==> src/i2cm_pkg.sv <==
`timescale 1ns / 1ps
// ----------------------------------------------------------------------------
// i2cm_pkg
// Shared types, codes and helpers for the I2C master byte engine.
// ----------------------------------------------------------------------------
package i2cm_pkg;

    localparam int unsigned CfgIdxW = 2;

    typedef enum logic [0:0] {
        CFG_PHASE_TICKS = 1'b0,
        CFG_ACK_TIMEOUT = 1'b1
    } t_cfg_reg;

    localparam logic [7:0] PhaseTicksRst = 8'd2;
    localparam logic [7:0] AckTimeoutRst = 8'd250;
    localparam logic [7:0] CountMax      = 8'hFF;
    localparam logic [3:0] BitsPerByte   = 4'd8;

    typedef enum logic [2:0] {
        OP_NONE      = 3'd0,
        OP_START     = 3'd1,
        OP_STOP      = 3'd2,
        OP_WRITE     = 3'd3,
        OP_READ_ACK  = 3'd4,
        OP_READ_NACK = 3'd5
    } t_op;

    typedef enum logic [4:0] {
        ST_IDLE   = 5'd0,
        ST_S_A    = 5'd1,
        ST_S_B    = 5'd2,
        ST_S_C    = 5'd3,
        ST_P_A    = 5'd4,
        ST_P_B    = 5'd5,
        ST_P_C    = 5'd6,
        ST_P_D    = 5'd7,
        ST_W_PRE  = 5'd8,
        ST_W_DAT  = 5'd9,
        ST_W_HI   = 5'd10,
        ST_W_LO   = 5'd11,
        ST_W_REL  = 5'd12,
        ST_W_WAIT = 5'd13,
        ST_W_AHI  = 5'd14,
        ST_W_ALO  = 5'd15,
        ST_R_LO   = 5'd16,
        ST_R_HI   = 5'd17,
        ST_A_LO   = 5'd18,
        ST_A_BIT  = 5'd19,
        ST_A_HI   = 5'd20,
        ST_A_END  = 5'd21,
        ST_A_REL  = 5'd22
    } t_step;

    typedef struct packed {
        logic scl;
        logic sda;
    } t_lines;

    typedef struct packed {
        logic       scl_out;
        logic       sda_out;
        logic       busy_res;
        logic       done_res;
        logic       ack_missing;
        logic [7:0] rx_byte;
    } t_result;

    // Line levels driven on entry to a phase.
    function automatic t_lines f_enter(t_step s, t_op cmd, logic msb, t_lines cur);
        t_lines l;
        l = cur;
        unique case (s)
            ST_S_A:    begin l.scl = 1'b1; l.sda = 1'b1; end
            ST_S_B:    l.sda = 1'b0;
            ST_S_C:    l.scl = 1'b0;
            ST_P_A:    l.sda = 1'b0;
            ST_P_B:    l.scl = 1'b0;
            ST_P_C:    l.scl = 1'b1;
            ST_P_D:    l.sda = 1'b1;
            ST_W_PRE:  l.scl = 1'b0;
            ST_W_DAT:  l.sda = msb;
            ST_W_HI:   l.scl = 1'b1;
            ST_W_LO:   l.scl = 1'b0;
            ST_W_REL:  begin l.scl = 1'b0; l.sda = 1'b1; end
            ST_W_AHI:  l.scl = 1'b1;
            ST_W_ALO:  l.scl = 1'b0;
            ST_R_LO:   begin l.scl = 1'b0; l.sda = 1'b1; end
            ST_R_HI:   l.scl = 1'b1;
            ST_A_LO:   l.scl = 1'b0;
            ST_A_BIT:  l.sda = (cmd == OP_READ_ACK) ? 1'b0 : 1'b1;
            ST_A_HI:   l.scl = 1'b1;
            ST_A_END:  l.scl = 1'b0;
            ST_A_REL:  l.sda = 1'b1;
            default:   l = cur;
        endcase
        return l;
    endfunction

endpackage

==> src/i2c_master_byte_engine.sv <==
`timescale 1ns / 1ps
// ----------------------------------------------------------------------------
// i2c_master_byte_engine
// Open-drain I2C master sequencer advanced by one tick transaction per clock
// while the result channel does not stall.
// A tick transaction passes the input register, then the result register,
// before its result leaves.
// Throughput: one tick transaction per cycle while the result channel does
// not stall, set by the single sequencer update between the two registers.
// Reset (i_rst_n low, synchronous): sequencer idle, lines released, counters,
// shift register and received byte cleared, registers back to defaults.
// ----------------------------------------------------------------------------
module i2c_master_byte_engine (
    input  logic                        i_clk,
    input  logic                        i_rst_n,
    // tick channel
    input  logic                        i_in_valid,
    output logic                        o_in_stall,
    input  logic [2:0]                  i_operation,
    input  logic [7:0]                  i_tx_byte,
    input  logic                        i_sda_in,
    // result channel
    output logic                        o_out_valid,
    input  logic                        i_out_stall,
    output logic                        o_scl_out,
    output logic                        o_sda_out,
    output logic                        o_busy_res,
    output logic                        o_done_res,
    output logic                        o_ack_missing,
    output logic [7:0]                  o_rx_byte,
    // register write channel
    input  logic                        i_cfg_valid,
    output logic                        o_cfg_ready,
    input  logic [i2cm_pkg::CfgIdxW-1:0] i_cfg_index,
    input  logic [7:0]                  i_cfg_data
);
    import i2cm_pkg::*;

    // configuration
    logic [7:0] r_phase_ticks;
    logic [7:0] r_ack_timeout;

    // input register
    logic       r_in_valid;
    logic [2:0] r_in_op;
    logic [7:0] r_in_tx;
    logic       r_in_sda;

    // sequencer state
    t_step      r_step,      n_step;
    t_op        r_cmd,       n_cmd;
    logic [3:0] r_bit_cnt,   n_bit_cnt;
    logic [7:0] r_shift,     n_shift;
    logic [7:0] r_phase_cnt, n_phase_cnt;
    logic [7:0] r_wait_cnt,  n_wait_cnt;
    t_lines     r_lines,     n_lines;
    logic [7:0] r_rx_hold,   n_rx_hold;

    // result register
    logic       r_out_valid;
    t_result    r_res,       n_res;

    // intermediates of the tick update
    t_lines     w_lines_now;
    logic       w_done;
    logic       w_missing;
    logic       w_out_free;
    logic       w_step_en;
    logic       w_cmd_take;
    logic [7:0] w_cnt_inc;
    logic [3:0] w_bit_inc;

    // Hold the input register while the result register cannot drain.
    assign w_out_free = !r_out_valid || !i_out_stall;
    assign w_step_en  = r_in_valid && w_out_free;
    assign o_in_stall = r_in_valid && !w_out_free;
    assign o_cfg_ready = 1'b1;

    // Take a command only when idle and the code is a real one.
    assign w_cmd_take = (r_step == ST_IDLE) &&
                        (r_in_op == OP_START || r_in_op == OP_STOP ||
                         r_in_op == OP_WRITE || r_in_op == OP_READ_ACK ||
                         r_in_op == OP_READ_NACK);

    // ------------------------------------------------------------------
    // Next state: command entry, then one tick of phase or ACK-wait timing.
    // ------------------------------------------------------------------
    always_comb begin
        n_step      = r_step;
        n_cmd       = r_cmd;
        n_bit_cnt   = r_bit_cnt;
        n_shift     = r_shift;
        n_phase_cnt = r_phase_cnt;
        n_wait_cnt  = r_wait_cnt;
        n_lines     = r_lines;
        n_rx_hold   = r_rx_hold;
        w_done      = 1'b0;
        w_missing   = 1'b0;
        w_cnt_inc   = '0;
        w_bit_inc   = '0;

        // Command entry sets the first phase and its line levels.
        if (w_cmd_take) begin
            n_cmd       = t_op'(r_in_op);
            n_bit_cnt   = '0;
            n_wait_cnt  = '0;
            n_phase_cnt = '0;
            unique case (t_op'(r_in_op))
                OP_START:  n_step = ST_S_A;
                OP_STOP:   n_step = ST_P_A;
                OP_WRITE:  begin n_step = ST_W_PRE; n_shift = r_in_tx; end
                default:   begin n_step = ST_R_LO;  n_shift = '0;      end
            endcase
            n_lines = f_enter(n_step, n_cmd, n_shift[7], n_lines);
        end

        // Levels on the bus this tick.
        w_lines_now = n_lines;

        if (n_step == ST_W_WAIT) begin
            if (!r_in_sda) begin
                // Slave acknowledged: clock the ACK bit.
                n_step      = ST_W_AHI;
                n_phase_cnt = '0;
                n_lines     = f_enter(n_step, n_cmd, n_shift[7], n_lines);
            end else begin
                w_cnt_inc  = (n_wait_cnt == CountMax) ? n_wait_cnt : n_wait_cnt + 8'd1;
                n_wait_cnt = w_cnt_inc;
                if (w_cnt_inc >= r_ack_timeout) begin
                    // No ACK in time: issue a stop.
                    n_step      = ST_P_A;
                    n_phase_cnt = '0;
                    n_lines     = f_enter(n_step, n_cmd, n_shift[7], n_lines);
                end
            end
        end else if (n_step != ST_IDLE) begin
            w_cnt_inc   = (n_phase_cnt == CountMax) ? n_phase_cnt : n_phase_cnt + 8'd1;
            n_phase_cnt = w_cnt_inc;
            if (w_cnt_inc >= r_phase_ticks) begin
                w_bit_inc = n_bit_cnt + 4'd1;
                priority case (n_step)
                    ST_S_A:   n_step = ST_S_B;
                    ST_S_B:   n_step = ST_S_C;
                    ST_P_A:   n_step = ST_P_B;
                    ST_P_B:   n_step = ST_P_C;
                    ST_P_C:   n_step = ST_P_D;
                    ST_W_PRE: n_step = ST_W_DAT;
                    ST_W_DAT: n_step = ST_W_HI;
                    ST_W_HI:  n_step = ST_W_LO;
                    ST_W_LO: begin
                        n_shift   = {n_shift[6:0], 1'b0};
                        n_bit_cnt = w_bit_inc;
                        n_step    = (w_bit_inc >= BitsPerByte) ? ST_W_REL : ST_W_DAT;
                    end
                    ST_W_REL: begin
                        n_step     = ST_W_WAIT;
                        n_wait_cnt = '0;
                    end
                    ST_W_AHI: n_step = ST_W_ALO;
                    ST_R_LO:  n_step = ST_R_HI;
                    ST_R_HI: begin
                        // Sample SDA at the end of SCL high, MSB first.
                        n_shift   = {n_shift[6:0], r_in_sda};
                        n_bit_cnt = w_bit_inc;
                        n_step    = (w_bit_inc >= BitsPerByte) ? ST_A_LO : ST_R_LO;
                    end
                    ST_A_LO:  n_step = ST_A_BIT;
                    ST_A_BIT: n_step = ST_A_HI;
                    ST_A_HI:  n_step = ST_A_END;
                    ST_A_END: n_step = ST_A_REL;
                    default: begin
                        // Last phase of a command: publish and go idle.
                        if (n_step == ST_A_REL) begin
                            n_rx_hold = n_shift;
                        end
                        w_missing = (n_step == ST_P_D) && (n_cmd == OP_WRITE);
                        w_done    = 1'b1;
                        n_step    = ST_IDLE;
                    end
                endcase
                n_phase_cnt = '0;
                if (!w_done) begin
                    n_lines = f_enter(n_step, n_cmd, n_shift[7], n_lines);
                end
            end
        end
    end

    // ------------------------------------------------------------------
    // Result fields of this tick.
    // ------------------------------------------------------------------
    always_comb begin
        n_res.scl_out     = w_lines_now.scl;
        n_res.sda_out     = w_lines_now.sda;
        n_res.busy_res    = (n_step != ST_IDLE);
        n_res.done_res    = w_done;
        n_res.ack_missing = w_missing;
        n_res.rx_byte     = n_rx_hold;
    end

    // ------------------------------------------------------------------
    // Registers
    // ------------------------------------------------------------------
    always_ff @(posedge i_clk) begin
        if (!i_rst_n) begin
            r_phase_ticks <= PhaseTicksRst;
            r_ack_timeout <= AckTimeoutRst;
        end else if (i_cfg_valid && o_cfg_ready) begin
            // Indexes beyond the list fall through and are dropped.
            if (i_cfg_index == CfgIdxW'(CFG_PHASE_TICKS)) begin
                r_phase_ticks <= i_cfg_data;
            end else if (i_cfg_index == CfgIdxW'(CFG_ACK_TIMEOUT)) begin
                r_ack_timeout <= i_cfg_data;
            end
        end
    end

    always_ff @(posedge i_clk) begin
        if (!i_rst_n) begin
            r_in_valid <= 1'b0;
        end else if (!o_in_stall) begin
            r_in_valid <= i_in_valid;
        end
    end

    always_ff @(posedge i_clk) begin
        if (i_in_valid && !o_in_stall) begin
            r_in_op  <= i_operation;
            r_in_tx  <= i_tx_byte;
            r_in_sda <= i_sda_in;
        end
    end

    always_ff @(posedge i_clk) begin
        if (!i_rst_n) begin
            r_step      <= ST_IDLE;
            r_cmd       <= OP_NONE;
            r_bit_cnt   <= '0;
            r_shift     <= '0;
            r_phase_cnt <= '0;
            r_wait_cnt  <= '0;
            r_lines     <= '{scl: 1'b1, sda: 1'b1};
            r_rx_hold   <= '0;
        end else if (w_step_en) begin
            r_step      <= n_step;
            r_cmd       <= n_cmd;
            r_bit_cnt   <= n_bit_cnt;
            r_shift     <= n_shift;
            r_phase_cnt <= n_phase_cnt;
            r_wait_cnt  <= n_wait_cnt;
            r_lines     <= n_lines;
            r_rx_hold   <= n_rx_hold;
        end
    end

    always_ff @(posedge i_clk) begin
        if (!i_rst_n) begin
            r_out_valid <= 1'b0;
        end else if (w_out_free) begin
            r_out_valid <= r_in_valid;
        end
    end

    always_ff @(posedge i_clk) begin
        if (w_step_en) begin
            r_res <= n_res;
        end
    end

    assign o_out_valid   = r_out_valid;
    assign o_scl_out     = r_res.scl_out;
    assign o_sda_out     = r_res.sda_out;
    assign o_busy_res    = r_res.busy_res;
    assign o_done_res    = r_res.done_res;
    assign o_ack_missing = r_res.ack_missing;
    assign o_rx_byte     = r_res.rx_byte;

endmodule
==> config.mk <==
export PLATFORM = sky130hd
export DESIGN_NAME = i2c_master_byte_engine
export DESIGN_NICKNAME = d
export VERILOG_FILES = /design/src/i2cm_pkg.sv /design/src/i2c_master_byte_engine.sv
export SDC_FILE = /design/constraint.sdc
export NUM_CORES = 1
export LEC_CHECK = 0
export BUFFER_PORTS_ARGS = -buffer_cell sky130_fd_sc_hd__buf_2
export CAP_MARGIN = 30
export CORE_MARGIN = 1
export CORE_UTILIZATION = 51
export CTS_CLUSTER_DIAMETER = 150
export CTS_CLUSTER_SIZE = 40
export DETAILED_ROUTE_END_ITERATION = 16
export PLACE_DENSITY = 0.71
export SLEW_MARGIN = 10
export SYNTH_ARGS = -nofsm -noshare
export SYNTH_HDL_FRONTEND = slang
export SYNTH_SLANG_ARGS = --single-unit
==> constraint.sdc <==
create_clock -name i_clk -period 5.8 [get_ports i_clk]
set_input_delay 0.29 -clock i_clk [delete_from_list [all_inputs] [get_ports i_clk]]
set_output_delay 0.29 -clock i_clk [all_outputs]
set_load 0.1 [all_outputs]
Yosys cells after proc, flatten, opt, wreduce, memory -nomap -nowiden
Index checks and enable logic that the tools add are counted.

Flip-flop bits (word level): 89. Bits in latches: 0. RAM bits: 0. Memory bits (read-only): 0. Bits of input ports: 27. Output and inout bits: 16. Logic and storage cells: 198. Memories kept: 0.

$add $sub $neg: 3. Multipliers: 0. Div/mod/pow operators: 0. $lt $le $gt $ge: 3. Equal/unequal tests: 72. Shifts and indexed selects: 0. Muxes and demuxes: 62. Bitwise logic cells: 3. Reductions and logical operators: 33.

Operators with widths (count): $mux 8 (23); $eq 5x4->1 const B (21); $eq 5x5->1 const B (21); $pmux 5 s17 (1); $eq 5x3->1 const B (12); $mux 5 (10); $pmux 8 s2 (2); $eq 5x2->1 const B (5); $mux 4 (5); $reduce_or 20->1 (1); $reduce_or 9->1 (2); $reduce_or 17->1 (1); $add 8x1->8 const B (2); $eq 8x8->1 const B (2); $ge 8x8->1 (2); $eq 5x1->1 const B (3); $pmux 5 s3 (1); $mux 2 (7); $reduce_or 6->1 (2); $reduce_bool 5->1 (2); $reduce_or 5->1 (2); $eq 3x2->1 const B (3); $eq 3x3->1 const B (3); $pmux 1 s4 (2); 17 further kinds (41).

Logic depth before layout (Yosys ltp)
Depth after elaboration: 21. Mapped depth: 22. Mapped depth without buffers: 19.

Least setup slack after synthesis
OpenSTA, ideal clock, no wires.

Path kind: register -> register. Start: register r_step[0]. End: register r_rx_hold[5]. Setup time: 0.086 ns. Arrival: 4.707 ns. Required time: 5.714 ns. Path slack: 1.008 ns. Stages on the path, launching flop included: 21. Path buffers: 5. Period minus slack after synthesis: 4.792 ns. Path through: dfxtp_1 -> buf_4 -> or4_4 -> nor4_4 -> and2b_1 -> ha_1 -> and3_1 -> buf_1 -> nand4_1 -> mux2_2 -> ha_1 -> nand2_1 -> o21ai_0 -> a21oi_1 -> or2_2 -> clkbuf_1 -> clkbuf_1 -> nor2_1 -> clkbuf_1 -> nor2_1 -> a211oi_1.

Longest elaborated chain between the ends: 9. Elaborated cells between the ends (all ways): 35. Those cells by class: add/sub (1); order compare (1); eq/ne (20); mux (9); reduce/logical (4).

Ends and longest elaborated chain: from (decl) (RTL line i2c_master_byte_engine.sv:50) `t_step r_step, n_step;`; from (signal assigned) (RTL line i2c_master_byte_engine.sv:245) `r_step <= n_step;`; $logic_not 5->1 (RTL line i2c_master_byte_engine.sv:80) `assign w_cmd_take = (r_step == ST_IDLE) &&`; $logic_and 1x1->1 (RTL line i2c_master_byte_engine.sv:80); $mux 8 or $mux 5 (tied branches) (RTL line i2c_master_byte_engine.sv:103) `if (w_cmd_take) begin`; $add 8x1->8, or another cell as far along (RTL line i2c_master_byte_engine.sv:137) `w_cnt_inc = (n_phase_cnt == CountMax) ? n_phase_cnt : n_phase_cnt + 8'd1;`; $mux 8, or another cell as far along (RTL line i2c_master_byte_engine.sv:137); $ge 8x8->1 or $mux 8 (tied branches) (RTL line i2c_master_byte_engine.sv:139, i2c_master_byte_engine.sv:141); $mux 8 (RTL line i2c_master_byte_engine.sv:139) `if (w_cnt_inc >= r_phase_ticks) begin`; $mux 8 (RTL line i2c_master_byte_engine.sv:136) `end else if (n_step != ST_IDLE) begin`; $mux 8 * (RTL line i2c_master_byte_engine.sv:120) `if (n_step == ST_W_WAIT) begin`; to (signal assigned) (RTL line i2c_master_byte_engine.sv:252) `r_rx_hold <= n_rx_hold;`; to (decl) (RTL line i2c_master_byte_engine.sv:57) `logic [7:0] r_rx_hold, n_rx_hold;`.

Every way passes the cells marked *; elsewhere a longest branch is shown, timed or not. A chain may end at the register's enable or synchronous reset.

==> flow_summary.ini <==
[run_status]
status = finished clean

[worst_setup_path]
crit_type = register to register
path_delay_family = simple AND/OR/NAND/NOR gates
cpMostUsedCell = and3_1
crit_chain = or4_4, nor4_4, and2b_1, ha_1, and3_1, nand4_1, and4_1, xnor2_1, ha_1, and3_1, a21oi_1, or2_2, nor2_1, and3_1, mux2_2
crit_fanout = 15
critPathArrivalTime_ns = 5.24
worstSetupEndpointType = register
slowest_stage = or4_4
path_buf_inv = 0
required_ns = 5.95
cpPeakStageDelay_ns = 0.59
startpoint_type = register

[grt]
first_global_vias = 4865
grt_use_total_pct = 27.70
grt_max_degree = 31
grt_pass1_wl_um = 23990
grt_antenna_before_repair = 0
grt_overflow = 0

[placed_design]
hpwl_um = 10290
dp_slack_ns = 0.7737
port-buffer-count = 41
globalplace.congestion = 0.9271
dp_cells = 803

[sta]
hold_violations = 0
tns_ns = 0
drv_slew = 0
period_share_pct = 87.77
rsz0062_at_grt = false
fin_crit_ns = 5.090
holdWs_ns = 0.06090
worst_slack_ns = 0.7096
final-setup-viol-count = 0
relSlewSlack_pct = 41.71
tightest_slew_ns = 0.8731
fmax_ghz = 0.1964
final.setup_skew_ns = 0.01318

[synthesis]
seq_area_frac_synth_pct = 37.43
synth_cells = 658
ys_warn_count = 0
synth_edf_count = 25
synth.largest_area_cell = dfxtp_1
synth_top_area_share_pct = 23.60
post_synth_num_cell_types = 73
synth_nets = 704
synth_area_leaders = dfxtp_1 24%, edfxtp_1 14%, nand2_1 5.0%, nor2_1 5.0%, a21oi_1 4.7%
avgSynthCellArea_um2 = 8.251
syn_area_mm2 = 0.005429
async_flop_share_pct = 0
ys.flop_type = dfxtp_1
ys_ff_latch = 89

[cts]
hold_buffers = 0
clk_path_buf_depth = 2
ctsHtreeMaxLevel = 3
clk-insertion-delay-late_ns = 0.40
root_buffer = clkbuf_8
cts_resized = 0
cts_tree = yes
clkTransAtPathRegs_ns = 0.10
postCtsSetupBuffers = 0
numCtsBuffers = 9
cts_sinks = 89

[final_layout]
regArea_mm2 = 0.002032
syn_to_final_growth_pct = 9.173
num_antenna_cells = 0
nets = 725
multi_input_area_mm2 = 0.003105
layout-drive-gt1-share_pct = 14.18
final_cells = 820
nFillCells = 932

[detailed_routing]
ant_nets = 0
vias_per_cell = 6.217
post-route-drc-count = 0
routed_wl_um = 14570
dr.pass1.iters = 5
vias = 5098
wire_per_inst_um = 17.76
drt_iter0_markers = 476

[floorplan]
die_h_um = 105.2
die_x_um = 105.2
core_area_mm2 = 0.01032
io_pins = 43
die-area_mm2 = 0.01106
num_rows = 37
start_util_pct = 52.59

[pwr]
total_leakage_power_nw = 2.262
total_power_w = 0.001457
power_density_mw_per_mm2 = 245.8
peakVddDrop_uv = 165.9

[job]
maxCapViolations = 0

[worst_hold_path]
min_path_type = input port to register
[Yosys cell counts (6+ instances only)]
cell type / count
nand2_1: 72
nor2_1: 72
dfxtp_1: 64
a21oi_1: 51
o21ai_0: 34
clkbuf_1: 32
edfxtp_1: 25
inv_1: 24
nand3_1: 22
ha_1: 19
nor3_1: 16
a211oi_1: 15
a31oi_1: 15
o211ai_1: 15
a22oi_1: 11
and3_1: 11
nor2b_1: 10
mux2_2: 9
mux2i_1: 9
a22o_1: 8
buf_2: 8
o22ai_1: 7
nor3b_1: 6
[power by group]
group	leakage (nW)	internal [W]	switching (W)	total [W]
registers	0.758	0.000661	0.0000174	0.000678
clock network	0.108	0.000209	0.000256	0.000465
logic	1.40	0.0000937	0.000221	0.000314
[per-layer routing]
layer,global-route usage (%),vias up,part of all wire [%]
met2,42.48,203,45
met4,11.47,0,2.4
li1,-,2471,-
met1,36.20,2390,45
met5,0,-,0
met3,8.359,34,7.6
[flip-flops by register name (all words and copies together), names as in the netlist]
signal / count
o_rx_byte: 8
r_ack_timeout: 8
r_in_tx: 8
r_phase_cnt: 8
r_phase_ticks: 8
r_rx_hold: 8
r_shift: 8
r_wait_cnt: 8
r_step: 5
r_bit_cnt: 4
r_cmd: 3
r_in_op: 3
r_lines: 2
o_ack_missing: 1
o_busy_res: 1
o_done_res: 1
o_out_valid: 1
o_scl_out: 1
o_sda_out: 1
r_in_sda: 1
r_in_valid: 1
[through the flow]
step / utilization, % / instance area [um2]
floorplan: - / 5429
global placement: 55.18 / 5697
detailed placement: 55.33 / 5712
CTS: 57.34 / 5919
global route: 57.41 / 5927
finish: 57.41 / 5927
[cells in the final DEF (no fill, tap or decap), drive strengths merged, types with 17 or more instances in the layout]
master / Yosys / final
nand3: 22 / 22
dfxtp: 64 / 64
nor2: 72 / 72
edfxtp: 25 / 25
nand2: 72 / 72
ha: 19 / 19
o21ai: 36 / 36
buf: 14 / 55
inv: 25 / 30
a21oi: 52 / 52
nor3: 17 / 17
[final timing paths]
kind / depth (start not counted) / slack [ns] / startpoint / end
worst max-delay path: 15 / 0.71 / r_step[4] / o_rx_byte[5]
worst min-delay path: 1 / 0.06 / i_tx_byte[5] / r_in_tx[5]
worst max register to register: 15 / 0.71 / r_step[4] / o_rx_byte[5]
worst min register to register: 2 / 0.46 / r_shift[6] / r_shift[6]
[cell type report]
class	count	share of cell area, %
clock buffer	9	2.090
clock inverter	7	1.414
timing repair buffer	56	5.362
inverter	25	1.583
sequential	89	34.28
multi-input combinational	498	52.40
tap	136	2.871
[kinds of logic after synthesis]
| group | count (synthesis) | share of synthesized area (%) |
|---|---|---|
| simple gates | 247 | 22.54 |
| compound gates | 204 | 25.24 |
| flops | 89 | 37.43 |
| buf+inv | 71 | 5.370 |
| fa+ha+maj | 19 | 4.379 |
| mux | 18 | 3.526 |
| xor+xnor | 9 | 1.452 |
| other cells | 1 | 0.06907 |
Note: power is estimated with default switching activity, not from simulation.
